[config.mk]
export PLATFORM = sky130hd
export DESIGN_NAME = dmrk4_div
export DESIGN_NICKNAME = d
export VERILOG_FILES = /design/src/rtl/core/dmrk4_pkg.sv /design/src/rtl/core/dmrk4_div.sv
export SDC_FILE = /design/constraint.sdc
export NUM_CORES = 1
export LEC_CHECK = 0
export ABC_AREA = 1
export ABC_CLOCK_PERIOD_IN_PS = 5180
export BUFFER_PORTS_ARGS = -buffer_cell sky130_fd_sc_hd__buf_2
export CORE_UTILIZATION = 47
export CTS_CLUSTER_DIAMETER = 80
export DETAILED_ROUTE_END_ITERATION = 6
export MAX_ROUTING_LAYER = met4
export PLACE_DENSITY = 0.7
export SLEW_MARGIN = 20
export SYNTH_ARGS = -nofsm -noshare
export SYNTH_HDL_FRONTEND = slang
export SYNTH_SLANG_ARGS = --single-unit
[constraint.sdc]
create_clock -name clk -period 5.18 [get_ports clk]
set_input_delay 1.036 -clock clk [delete_from_list [all_inputs] [get_ports clk]]
set_output_delay 1.036 -clock clk [all_outputs]
set_load 0.005 [all_outputs]
[src/rtl/core/dmrk4_pkg.sv]
// Shared types and constants of the dense Markov RK4 step block.
`default_nettype none
package dmrk4_pkg;

  // Input word: one command to the block
  typedef struct packed {
    logic [1:0]          mode;
    logic [3:0]          row_index;
    logic [3:0]          col_index;
    logic signed [31:0]  value;
  } dmrk4_in_t;

  // Output word: step completion or read data
  typedef struct packed {
    logic                result_kind;
    logic [3:0]          state_index;
    logic signed [31:0]  probability;
    logic                sum_not_positive;
  } dmrk4_out_t;

  // Command codes carried in the mode field
  typedef enum logic [1:0] {
    MODE_WR_RATE = 2'd0,
    MODE_WR_PROB = 2'd1,
    MODE_STEP    = 2'd2,
    MODE_READ    = 2'd3
  } dmrk4_mode_t;

  // Result kinds
  localparam logic KIND_STEP = 1'b0;
  localparam logic KIND_READ = 1'b1;

  // Configuration register indexes
  localparam int CFG_IDX_W  = 1;
  localparam int CFG_DATA_W = 31;
  localparam logic [CFG_IDX_W-1:0] CFG_ACTIVE_STATES = 1'b0;
  localparam logic [CFG_IDX_W-1:0] CFG_TIME_STEP     = 1'b1;

  // Register reset values
  localparam logic [4:0]  ACTIVE_STATES_RST = 5'd3;
  localparam logic [30:0] TIME_STEP_RST     = 31'd16777;

  // Reciprocal of three, 32 fraction bits, rounded down
  localparam logic [31:0] RECIP3 = 32'h5555_5555;

  // Runge-Kutta slope being evaluated
  typedef enum logic [1:0] {
    PH_K1 = 2'd0,
    PH_K2 = 2'd1,
    PH_K3 = 2'd2,
    PH_K4 = 2'd3
  } dmrk4_phase_t;

  // Sequencer states
  typedef enum logic [3:0] {
    S_IDLE,
    S_RD,
    S_OUT,
    S_MAC,
    S_DRAIN,
    S_RE_RD,
    S_RE_ACC,
    S_RE_D3,
    S_RE_W6,
    S_RE_MUL,
    S_RE_WR,
    S_NRM_CHK,
    S_NRM_RD,
    S_NRM_LD,
    S_NRM_DIV
  } dmrk4_state_t;

  // Divider status
  typedef struct packed {
    logic busy;
    logic done;
  } dmrk4_div_stat_t;

endpackage
`default_nettype wire

[src/rtl/core/dmrk4_div.sv]
// Bit-serial restoring divider used by the normalisation pass.
`default_nettype none
module dmrk4_div import dmrk4_pkg::*; #(
  parameter int DEN_W = 35,
  parameter int QB    = 25
) (
  input  wire logic                  clk,
  input  wire logic                  rst_n,
  input  wire logic                  start,
  input  wire logic [DEN_W+QB-1:0]   num,
  input  wire logic [DEN_W-1:0]      den,
  output logic      [QB-1:0]         quot,
  output dmrk4_div_stat_t            stat
);

  localparam int CNT_W = $clog2(QB + 1);

  logic [DEN_W-1:0] rem_r;
  logic [QB-1:0]    lo_r;
  logic [CNT_W-1:0] cnt_r;
  logic             busy_r;
  logic             done_r;
  logic [DEN_W:0]   trial;
  logic [DEN_W:0]   diff;
  logic             ge;

  // Shift in the next dividend bit and try the subtraction
  always_comb begin
    trial = {rem_r, lo_r[QB-1]};
    diff  = trial - {1'b0, den};
    ge    = (trial >= {1'b0, den});
  end

  // Control: count one quotient bit per cycle
  always_ff @(posedge clk) begin
    if (!rst_n) begin
      busy_r <= 1'b0;
      done_r <= 1'b0;
      cnt_r  <= '0;
    end else begin
      done_r <= 1'b0;
      if (start) begin
        busy_r <= 1'b1;
        cnt_r  <= CNT_W'(QB);
      end else if (busy_r) begin
        cnt_r <= cnt_r - 1'b1;
        if (cnt_r == CNT_W'(1)) begin
          busy_r <= 1'b0;
          done_r <= 1'b1;
        end
      end
    end
  end

  // Datapath: partial remainder and quotient share the low register
  always_ff @(posedge clk) begin
    if (start) begin
      rem_r <= num[DEN_W+QB-1:QB];
      lo_r  <= num[QB-1:0];
    end else if (busy_r) begin
      rem_r <= ge ? diff[DEN_W-1:0] : trial[DEN_W-1:0];
      lo_r  <= {lo_r[QB-2:0], ge};
    end
  end

  assign quot      = lo_r;
  assign stat.busy = busy_r;
  assign stat.done = done_r;

endmodule
`default_nettype wire

# Word-level counts from Yosys, hierarchy flattened
# Cells that the tools add are included.
# totals
register_bits	67
latch_bits	0
ram_bits	0
mem_bits_ro	0
input_bits	98
output_inout_bits	27
n_memories	0
# classes
n_addsub	2
mul	0
n_div	0
order_cmp	1
n_eq_ne	1
shift	0
muxes	11
bitwise	2
n_reduce_logical	3
# ops
operator	n
2-to-1 mux 35 bit	3
2-to-1 mux 25 bit	2
greater-or-equal comparator 36 x 35 -> 1 bit	1
subtractor 35 bit	1
2-to-1 mux 5 bit	2
equality test 5 x 1 -> 1 bit (second input constant)	1
subtractor 5 x 1 -> 5 bit (second input constant)	1
2-to-1 mux 1 bit	4
OR reduction 3 bit	1
NOT 1 bit	2
nonzero test 2 bit	1
OR reduction 2 bit	1

# Logic depth before layout (Yosys ltp)
# Gate-level depths: netlist of the first run.
# logic_depth
depth_word	4
depth_mapped	17
ltp_nobuf	17

# Least setup slack after synthesis of the first run
# No wires, ideal clock.
# synth_timing
kind	input to register
startpoint	in start
endpoint	reg lo_r[0], in the netlist quot[0], enable pin
arrival_ps	2686
required_ps	4512
slack_ps	1826
stages	4
path_cell_list	clkbuf_1 > inv_2 > buf_1 > nand2_1
# synth_via
elab_chain_cells	1
# synth_lines
item	line_no	source
start: declaration	dmrk4_div.sv:9	input wire logic start,
nonzero test 2 bit (no source line)	n/a	
end signal: assignment	dmrk4_div.sv:59	lo_r <= num[QB-1:0];
end signal: assignment	dmrk4_div.sv:62	lo_r <= {lo_r[QB-2:0], ge};
end: declaration	dmrk4_div.sv:19	logic [QB-1:0] lo_r;
# No other way between the ends.
# A chain may end at the register's enable or synchronous reset.

# Worst setup path in the final report of the first run
# layout_timing
startpoint	in den[0]
endpoint	reg rem_r[29], data pin
# layout_via
elab_chain_cells	4
word_cells_on_any_way	5
# layout_lines
item	line_no	source
start: declaration	dmrk4_div.sv:11	input wire logic [DEN_W-1:0] den,
subtractor 35 bit / greater-or-equal comparator 36 x 35 -> 1 bit (equally long branches)	dmrk4_div.sv:30, dmrk4_div.sv:31	
2-to-1 mux 35 bit *	dmrk4_div.sv:61	rem_r <= ge ? diff[DEN_W-1:0] : trial[DEN_W-1:0];
2-to-1 mux 35 bit *	dmrk4_div.sv:60	end else if (busy_r) begin
2-to-1 mux 35 bit *	dmrk4_div.sv:57	if (start) begin
end signal: assignment	dmrk4_div.sv:58	rem_r <= num[DEN_W+QB-1:QB];
end signal: assignment	dmrk4_div.sv:61	
end: declaration	dmrk4_div.sv:18	logic [DEN_W-1:0] rem_r;
# Every way passes the cells marked *; elsewhere a longest branch is shown, timed or not. The select of a mux whose other input is x is not followed.

==> results of run 1 <==
==> cell type report <==
cell class	count	area [um2]
repair buffers	129	658
clock inverters	6	88.8
well taps	172	215
clock buffers	10	229
multi-input cells	729	3560
inverters	177	664
fillers	1336	5470
flip-flops and latches	67	1940
==> final timing paths <==
path / startpoint / end / slack [ps] / depth (start not counted)
hold / removal: cnt_r[4]$_SDFFE_PN0P_ / cnt_r[4]$_SDFFE_PN0P_ / 470 / 2
setup reg to reg: quot[24]$_DFFE_PP_ / rem_r[29]$_DFFE_PP_ / 2180 / 16
setup / recovery: den[0] / rem_r[29]$_DFFE_PP_ / 1820 / 16
hold reg to reg: cnt_r[4]$_SDFFE_PN0P_ / cnt_r[4]$_SDFFE_PN0P_ / 470 / 2
==> metal layers <==
layer,up-vias,global-route usage,wire length (um)
met5,-,-,0
met4,0,0.0769,311
met3,21,0.0451,945
met2,181,0.414,7380
met1,2650,0.353,8450
li1,3268,-,-
==> cells in the final DEF (no fill, tap or decap), types with 2 or more instances in the layout <==
cell type / n
inv_2: 4
xor2_1: 3
nand3_1: 46
xnor2_1: 16
nand2_2: 15
ha_1: 37
nand2_1: 471
a21oi_1: 19
buf_2: 124
nand3b_1: 33
bufinv_16: 2
dfxtp_1: 7
a31oi_1: 2
o21ai_0: 6
nor2_2: 5
clkbuf_16: 9
and2_1: 3
buf_4: 5
nor3_1: 2
edfxtp_1: 60
inv_1: 173
nor2_1: 53
==> per-stage QoR <==
step / cell area (um2) / hold WS, ps
after floorplan: 6280 / 445
after global placement: 7040 / 458
after detailed placement: 7040 / 470
after CTS: 7360 / 477
after global routing: 7360 / 513
final: 7360 / 474
==> power breakdown <==
part	leakage (nW)	switching (W)	total, W	internal (W)
clock network	0.151	0.000257	0.000679	0.000423
registers	0.667	0.0000611	0.000788	0.000727
logic	3.42	0.000874	0.00138	0.000505
==> flip-flops by register name (all words and copies together) (netlist names) <==
register / flops
quot: 25
busy_r: 1
cnt_r: 5
rem_r: 35
done_r: 1
==> worst min-delay path, cell delays in order (launching register included) <==
cell and delay (ps):
dfxtp_1 310, nand2_1 60, a31oi_1 60
==> cell families (layout without fill, tap and decap cells) <==
logic type	count (synthesis)	count (layout)	share of synthesized area
AND/OR/NAND/NOR	638	638	0.431
buffers and inverters	200	322	0.124
flip-flops	67	67	0.309
adder cells (fa/ha/maj)	38	38	0.0769
AO/OA/AOI/OAI	34	34	0.0319
XOR/XNOR	19	19	0.0265
==> run_results.csv, run 1 <==
group,metric,value,unit
timing,finalHoldViolCount,0,
logic_synthesis,yosys-top-cells-count,"nand2_1, inv_1, edfxtp_1, nor2_1, nand3_1",
route,firstDrtPassIters,4,
clock_tree,cts_buffer_depth,2,
floorplanning,initial_core_util,0.490,
placed_design,dpl_worst_slack,1450,ps
floorplanning,die_area,0.0138,mm2
timing,fmax,298,MHz
placed_design,dp.cells,1274,
logic_synthesis,syn_inst,996,
status,status,"complete, no violations",
setup_path,cp_slowest_cell,"fa_1",
setup_path,crit_chain,"buf_2, ha_1, fa_1, inv_1, nand3_1, nand2_2, nand3_2, nand3b_4, nand2_1, nand2_2, nand2_4, nand2_8, nand2_2, nand2_2, nand2_1, nand2_1",
power,vdd_drop_max,0.283,mV
placed_design,io_buffers,124,
logic_synthesis,yosysTopAreaCellShare,0.287,
logic_synthesis,avgSynthCellArea,6.31,um2
timing,drv_slew,0,
clock_tree,clk_pin_slew_worst_paths,70,ps
clock_tree,insertion_delay,350,ps
setup_path,path_delay_family,"simple AND/OR/NAND/NOR gates",
global_route,grt_util_all_layers,0.266,
logic_synthesis,yosysTopAreaCell,"edfxtp_1",
layout,syn_to_final_growth,17.1,%
logic_synthesis,ys_seq_area_frac,0.309,
power,finalPower,0.00285,W
layout,drive_gt1_frac,0.158,
global_route,grt_pass1_vias,5906,
timing,max_slew.worst_pin.slew,744,ps
route,drt_iter0_drc,328,
route,viasPerCell,4.74,
timing,tns,0,ps
route,routed_wl,17.1,mm
clock_tree,cts_resized,0,
setup_path,required,5400,ps
placed_design,gp_congestion,0.947,
placed_design,dp_hpwl,13.2,mm
logic_synthesis,synthTopCellsByArea,"edfxtp_1, nand2_1, inv_1, ha_1, nand3b_1",
timing,fin_crit_sh,0.648,
timing,postLayoutSetupSlackWorst,1820,ps
logic_synthesis,ys.warnings.count,0,
global_route,grt_max_degree,64,
route,postRouteAntennaNets,0,
setup_path,worstPathMaxFanout,36,
layout,antenna_cells,0,
flow_run,maxCapViolations,0,
setup_path,start_kind,"input port",
layout,final_nets,1249,
setup_path,worst-endpoint-arrival,3570,ps
clock_tree,postCtsSetupRepairBufs,0,
setup_path,path_buf_inv,2,
clock_tree,hold_buffers,0,
timing,clock_skew,13.3,ps
setup_path,crit_path_end_kind,"flip-flop",
clock_tree,cts.sink_count,67,
setup_path,crit_type,"input port to flip-flop",
logic_synthesis,synth_seq_cells,67,
route,vias,6120,
timing,maxSlewHeadroom,0.502,
global_route,antenna_found_initial,0,
timing,min_period,3360,ps
timing,setup_viol,0,
setup_path,critPathMostFrequentCell,"nand2_2",
layout,fin_cells,1290,
logic_synthesis,synth_nets,1132,
route,drc,0,
hold_path,hold_class,"flip-flop to flip-flop",
power,power_leakage,4.24,nW
floorplanning,die_w,118,um
global_route,grt_overflow,0,
floorplanning,die_h,118,um
logic_synthesis,netlist_area,0.00628,mm2
logic_synthesis,synth-main-ff-cell,"edfxtp_1",
logic_synthesis,synth_edf_count,60,
clock_tree,cts_root_buf,"clkbuf_16",
timing,rsz0062_at_grt,"no",
logic_synthesis,async_flop_share,0,
clock_tree,htree_num_levels,3,
logic_synthesis,synth.most_common_cell,"nand2_1",
logic_synthesis,ys_types,41,
floorplanning,num_rows,41,
clock_tree,cts_tree,"built",
layout,post-route-util,0.574,
global_route,grt_pass1_wl,28.6,mm
setup_path,max_stage_delay,430,ps
power,powerDensity,387,mW/mm2
clock_tree,cts_buffers,9,
floorplanning,core_area,0.0128,mm2
floorplanning,ioPinCount,125,
route,wire_per_inst,13.2,um
(Power assumes the default switching activity.)
==> inputs of run 2 (changes only) <==
Settings changed: ABC_CLOCK_PERIOD_IN_PS 5180 to 3200.
Clock period 5.18 ns to 3.2 ns, I/O delays scaled along.
==> run_results.csv, run 2 (synthesized netlist as in run 1, its figures left out) <==
group,metric,value,unit
route,drc,0,
setup_path,reg2reg_depth,16,
global_route,grt_pass1_vias,6072,
clock_tree,cts_root_buf,"clkbuf_16",
power,seq_power_share,0.282,
clock_tree,postCtsSetupRepairBufs,0,
placed_design,io_buffers,124,
hold_path,min_path_cells,2,
setup_path,start_kind,"flip-flop",
timing,drv_slew,0,
layout,syn_to_final_growth,16.9,%
power,vdd_drop_max,0.301,mV
route,postRouteAntennaNets,0,
setup_path,worstPathMaxFanout,36,
route,wire_per_inst,12.9,um
floorplanning,num_rows,41,
power,powerDensity,614,mW/mm2
layout,largest_register_ffs,35,
layout,n_fill_cell,1347,
layout,final_common_cell,"nand2_1",
route,routed_wl,16.7,mm
global_route,grt_max_degree,63,
route,drt_iter0_drc,399,
layout,antenna_cells,0,
power,p_comb_frac,0.497,
clock_tree,cts_resized,0,
clock_tree,cts_tree,"built",
layout,final_nets,1251,
timing,setup_viol,0,
setup_path,worst-endpoint-arrival,2940,ps
power,p_switching,0.00192,W
timing,rsz0062_at_grt,"no",
route,firstDrtPassIters,5,
timing,whs,481,ps
flow_run,maxCapViolations,0,
clock_tree,clk_pin_slew_worst_paths,60,ps
floorplanning,die_w,118,um
layout,drive_gt1_frac,0.160,
clock_tree,hold_buffers,0,
timing,fmax,367,MHz
timing,fin_crit_sh,0.851,
layout,top_register,"rem_r",
placed_design,gp_congestion,1.04,
layout,final_cell_mix,"nand2_1, inv_1, buf_2, edfxtp_1, nor2_1",
floorplanning,die_h,118,um
setup_path,crit_type,"flip-flop to flip-flop",
floorplanning,ioPinCount,125,
hold_path,hold_class,"flip-flop to flip-flop",
setup_path,required,3410,ps
placed_design,dp_hpwl,12.5,mm
power,pwr-share-clk,0.221,
global_route,antenna_found_initial,0,
route,vias,6202,
floorplanning,die_area,0.0138,mm2
power,power_leakage,4.25,nW
timing,min_period,2720,ps
status,status,"complete, no violations",
global_route,grt_overflow,0,
global_route,grt_pass1_wl,28.3,mm
clock_tree,cts_buffers,9,
timing,max_slew.worst_pin.slew,808,ps
floorplanning,initial_core_util,0.490,
power,intPower,0.00259,W
clock_tree,cts.sink_count,67,
timing,tns,0,ps
route,viasPerCell,4.80,
clock_tree,insertion_delay,340,ps
timing,clock_skew,6.52,ps
timing,finalHoldViolCount,0,
floorplanning,core_area,0.0128,mm2
clock_tree,cts_buffer_depth,2,
clock_tree,htree_num_levels,3,
setup_path,crit_path_end_kind,"flip-flop",
global_route,grt_util_all_layers,0.262,
power,swShare,0.425,
timing,maxSlewHeadroom,0.461,
## run 2: changes by cell type in the layout (fill, tap and decap cells not counted)
| cell | change |
|---|---|
| buf_4 | +2 |
| bufinv_16 | -2 |
| clkbuf_1 | +1 |
| clkbuf_16 | +1 |
| clkbuf_8 | +1 |
| clkinv_1 | -1 |
| clkinv_2 | +1 |
| clkinvlp_4 | -1 |
| inv_4 | +1 |
| inv_6 | -1 |
## run 2: final timing paths
| path | startpoint | slack [ps] | to |
|---|---|---|---|
| worst max register to register | quot[24]$_DFFE_PP_ | 480 | rem_r[29]$_DFFE_PP_ |
| worst min-delay path | cnt_r[4]$_SDFFE_PN0P_ | 480 | cnt_r[4]$_SDFFE_PN0P_ |
| worst min register to register | cnt_r[4]$_SDFFE_PN0P_ | 480 | cnt_r[4]$_SDFFE_PN0P_ |
| worst max-delay path | quot[24]$_DFFE_PP_ | 480 | rem_r[29]$_DFFE_PP_ |
## run 2: worst max-delay path: stages (launching register included)
cell	delay, ps
edfxtp_1	400
inv_1	70
ha_1	210
fa_1	430
inv_1	110
nand3_1	80
nand2_2	130
nand3_2	90
nand3b_4	100
nand2_1	80
nand2_2	100
nand2_4	70
nand2_8	220
nand2_2	270
nand2_2	120
nand2_1	60
nand2_1	50
## run 2: cell type report
class	count	area, um2	share of cell area
multi-input cells	729	3560	0.485
inverters	177	664	0.0904
well taps	172	215	0.0293
flip-flops and latches	67	1940	0.264
clock inverters	3	20.0	0.00272
clock buffers	13	272	0.0369
repair buffers	131	673	0.0916
## run 2: metrics by stage
stage / setup WS (ps) / power (W) / area, um2 / cells / utilization
2_1_floorplan: 242 / 0.00295 / 6280 / 996 / -
3_3_place_gp: 258 / 0.00347 / 7060 / 1276 / 0.550
3_5_place_dp: 174 / 0.00350 / 7060 / 1276 / 0.550
4_1_cts: 468 / 0.00452 / 7350 / 1292 / 0.573
5_1_grt: 295 / 0.00491 / 7350 / 1292 / 0.573
6_report: 476 / 0.00451 / 7350 / 1292 / 0.573
## run 2: power by group through the flow
stage | clock, W | combinational [W] | sequential (W)
6_report | 0.000998 | 0.00224 | 0.00127
5_1_grt | 0.00105 | 0.00256 | 0.00129
4_1_cts | 0.00102 | 0.00223 | 0.00127
3_5_place_dp | 0 | 0.00221 | 0.00128
3_3_place_gp | 0 | 0.00219 | 0.00129
2_1_floorplan | 0 | 0.00169 | 0.00126
## run 2: routing by layer
layer,up-vias,track usage,share of wire
met5,-,-,0
met4,0,0.107,0.024
met3,25,0.0509,0.073
met2,219,0.389,0.42
met1,2685,0.347,0.48
li1,3273,-,-
==> inputs of run 3 (changes only) <==
Settings changed: PLACE_DENSITY 0.7 to unset, PLACE_DENSITY_LB_ADDON set to 0.1.
==> run_results.csv, run 3 (synthesized netlist as in run 1, its figures left out) <==
group,metric,value,unit
timing,fmax,373,MHz
setup_path,crit_type,"input port to flip-flop",
setup_path,required,3300,ps
clock_tree,cts_resized,0,
power,swShare,0.427,
power,powerDensity,617,mW/mm2
route,wire_per_inst,13.2,um
timing,tns,0,ps
placed_design,gp_congestion,1.00,
setup_path,reg2reg_slack,520,ps
clock_tree,hold_buffers,0,
route,viasPerCell,4.76,
floorplanning,initial_core_util,0.490,
timing,clock_skew,14.9,ps
setup_path,cp-endpoint,"rem_r[28]$_DFFE_PP_",
hold_path,hold_class,"flip-flop to flip-flop",
clock_tree,postCtsSetupRepairBufs,0,
timing,setup_viol,0,
power,power_leakage,4.25,nW
layout,syn_to_final_growth,17.1,%
clock_tree,cts_tree,"built",
floorplanning,ioPinCount,125,
global_route,antenna_found_initial,0,
global_route,grt_max_degree,64,
route,firstDrtPassIters,5,
timing,drv_slew,0,
timing,maxSlewHeadroom,0.512,
layout,top_register,"rem_r",
route,drt_iter0_drc,421,
route,drc,0,
layout,post-route-util,0.574,
placed_design,placed_area,0.00707,mm2
clock_tree,cts_buffer_depth,2,
global_route,grt_overflow,0,
power,intPower,0.00260,W
clock_tree,cts_buffers,9,
placed_design,io_buffers,124,
clock_tree,cts_root_buf,"clkbuf_16",
setup_path,start_kind,"input port",
clock_tree,insertion_delay,360,ps
flow_run,maxCapViolations,0,
floorplanning,num_rows,41,
status,status,"complete, no violations",
timing,finalHoldViolCount,0,
setup_path,crit_path_end_kind,"flip-flop",
setup_path,worst-endpoint-arrival,2780,ps
clock_tree,cts.sink_count,67,
floorplanning,die_h,118,um
route,vias,6147,
clock_tree,clk_pin_slew_worst_paths,60,ps
layout,fin_area,0.00736,mm2
route,routed_wl,17.1,mm
layout,final_cell_mix,"nand2_1, inv_1, buf_2, edfxtp_1, nor2_1",
floorplanning,die_area,0.0138,mm2
power,vdd_drop_max,0.299,mV
setup_path,reg2reg_depth,16,
global_route,grt_pass1_wl,28.9,mm
timing,min_period,2680,ps
global_route,grt_pass1_vias,6052,
setup_path,regToRegEndpoint,"rem_r[28]$_DFFE_PP_",
power,p_comb_frac,0.492,
timing,max_slew.worst_pin.slew,733,ps
layout,final_common_cell,"nand2_1",
floorplanning,die_w,118,um
setup_path,worstReg2RegStart,"quot[24]$_DFFE_PP_",
placed_design,dp_hpwl,12.8,mm
timing,rsz0062_at_grt,"no",
layout,largest_register_ffs,35,
power,p_switching,0.00194,W
setup_path,worstPathMaxFanout,21,
global_route,grt_util_all_layers,0.269,
power,seq_power_share,0.282,
route,postRouteAntennaNets,0,
timing,fin_crit_sh,0.837,
layout,drive_gt1_frac,0.160,
floorplanning,core_area,0.0128,mm2
layout,antenna_cells,0,
clock_tree,htree_num_levels,3,
layout,final_nets,1251,
power,pwr-share-clk,0.226,
setup_path,cp-startpoint,"den[0]",
-- run 3: cell counts in the layout (fill, tap and decap cells not counted) --
Identical to the previous run, type by type.
-- run 3: stage by stage --
step	cells	setup slack [ps]	total power (W)	hold WS (ps)
detailed placement	1276	135	0.00351	469
global placement	1276	198	0.00350	461
CTS	1292	492	0.00455	479
global route	1292	332	0.00493	525
finish	1292	520	0.00454	481
floorplan	996	242	0.00295	445
-- run 3: routing by layer --
layer  up-vias  GRT usage  wire [um]
met4         0     0.0929        359
met5         -          -          0
met2       167      0.413       7370
met1      2685      0.366       8500
met3        21     0.0334        844
li1       3274          -          -
-- run 3: critical path: stages --
cell and delay (ps):
buf_2 110, ha_1 220, fa_1 440, inv_1 100, nand3_1 80, nand2_2 120
nand3_2 90, nand3b_4 120, nand2_1 90, nand2_2 110, nand2_4 70, nand2_8 160
buf_4 200, nand2_1 70, nand3_1 90, nand2_1 60
-- run 3: how the worst min path moves through the flow --
| stage | start | end | slack (ps) | depth (start not counted) |
|---|---|---|---|---|
| finish | cnt_r[4]$_SDFFE_PN0P_ | cnt_r[4]$_SDFFE_PN0P_ | 480 | 2 |
| global route | cnt_r[4]$_SDFFE_PN0P_ | cnt_r[4]$_SDFFE_PN0P_ | 530 | 2 |
| floorplan | cnt_r[4]$_SDFFE_PN0P_ | cnt_r[4]$_SDFFE_PN0P_ | 440 | 2 |
| detailed placement | cnt_r[4]$_SDFFE_PN0P_ | cnt_r[4]$_SDFFE_PN0P_ | 470 | 2 |
| CTS | cnt_r[4]$_SDFFE_PN0P_ | cnt_r[4]$_SDFFE_PN0P_ | 480 | 2 |
| global placement | cnt_r[4]$_SDFFE_PN0P_ | cnt_r[4]$_SDFFE_PN0P_ | 460 | 2 |
-- run 3: final cells by class --
class                           instances  area, um2
Clock buffer                           13        272
Clock inverter                          3       20.0
Fill cell                            1367       5460
Inverter                              177        664
Multi-Input combinational cell        729       3560
Sequential cell                        67       1940
Tap cell                              172        215
Timing Repair Buffer                  131        686
-- run 3: power by group through the flow --
stage	sequential (W)	combinational [W]	clock (W)
floorplan	0.00126	0.00169	0
CTS	0.00127	0.00223	0.00104
global route	0.00129	0.00257	0.00108
global placement	0.00129	0.00220	0
finish	0.00128	0.00224	0.00103
detailed placement	0.00129	0.00222	0
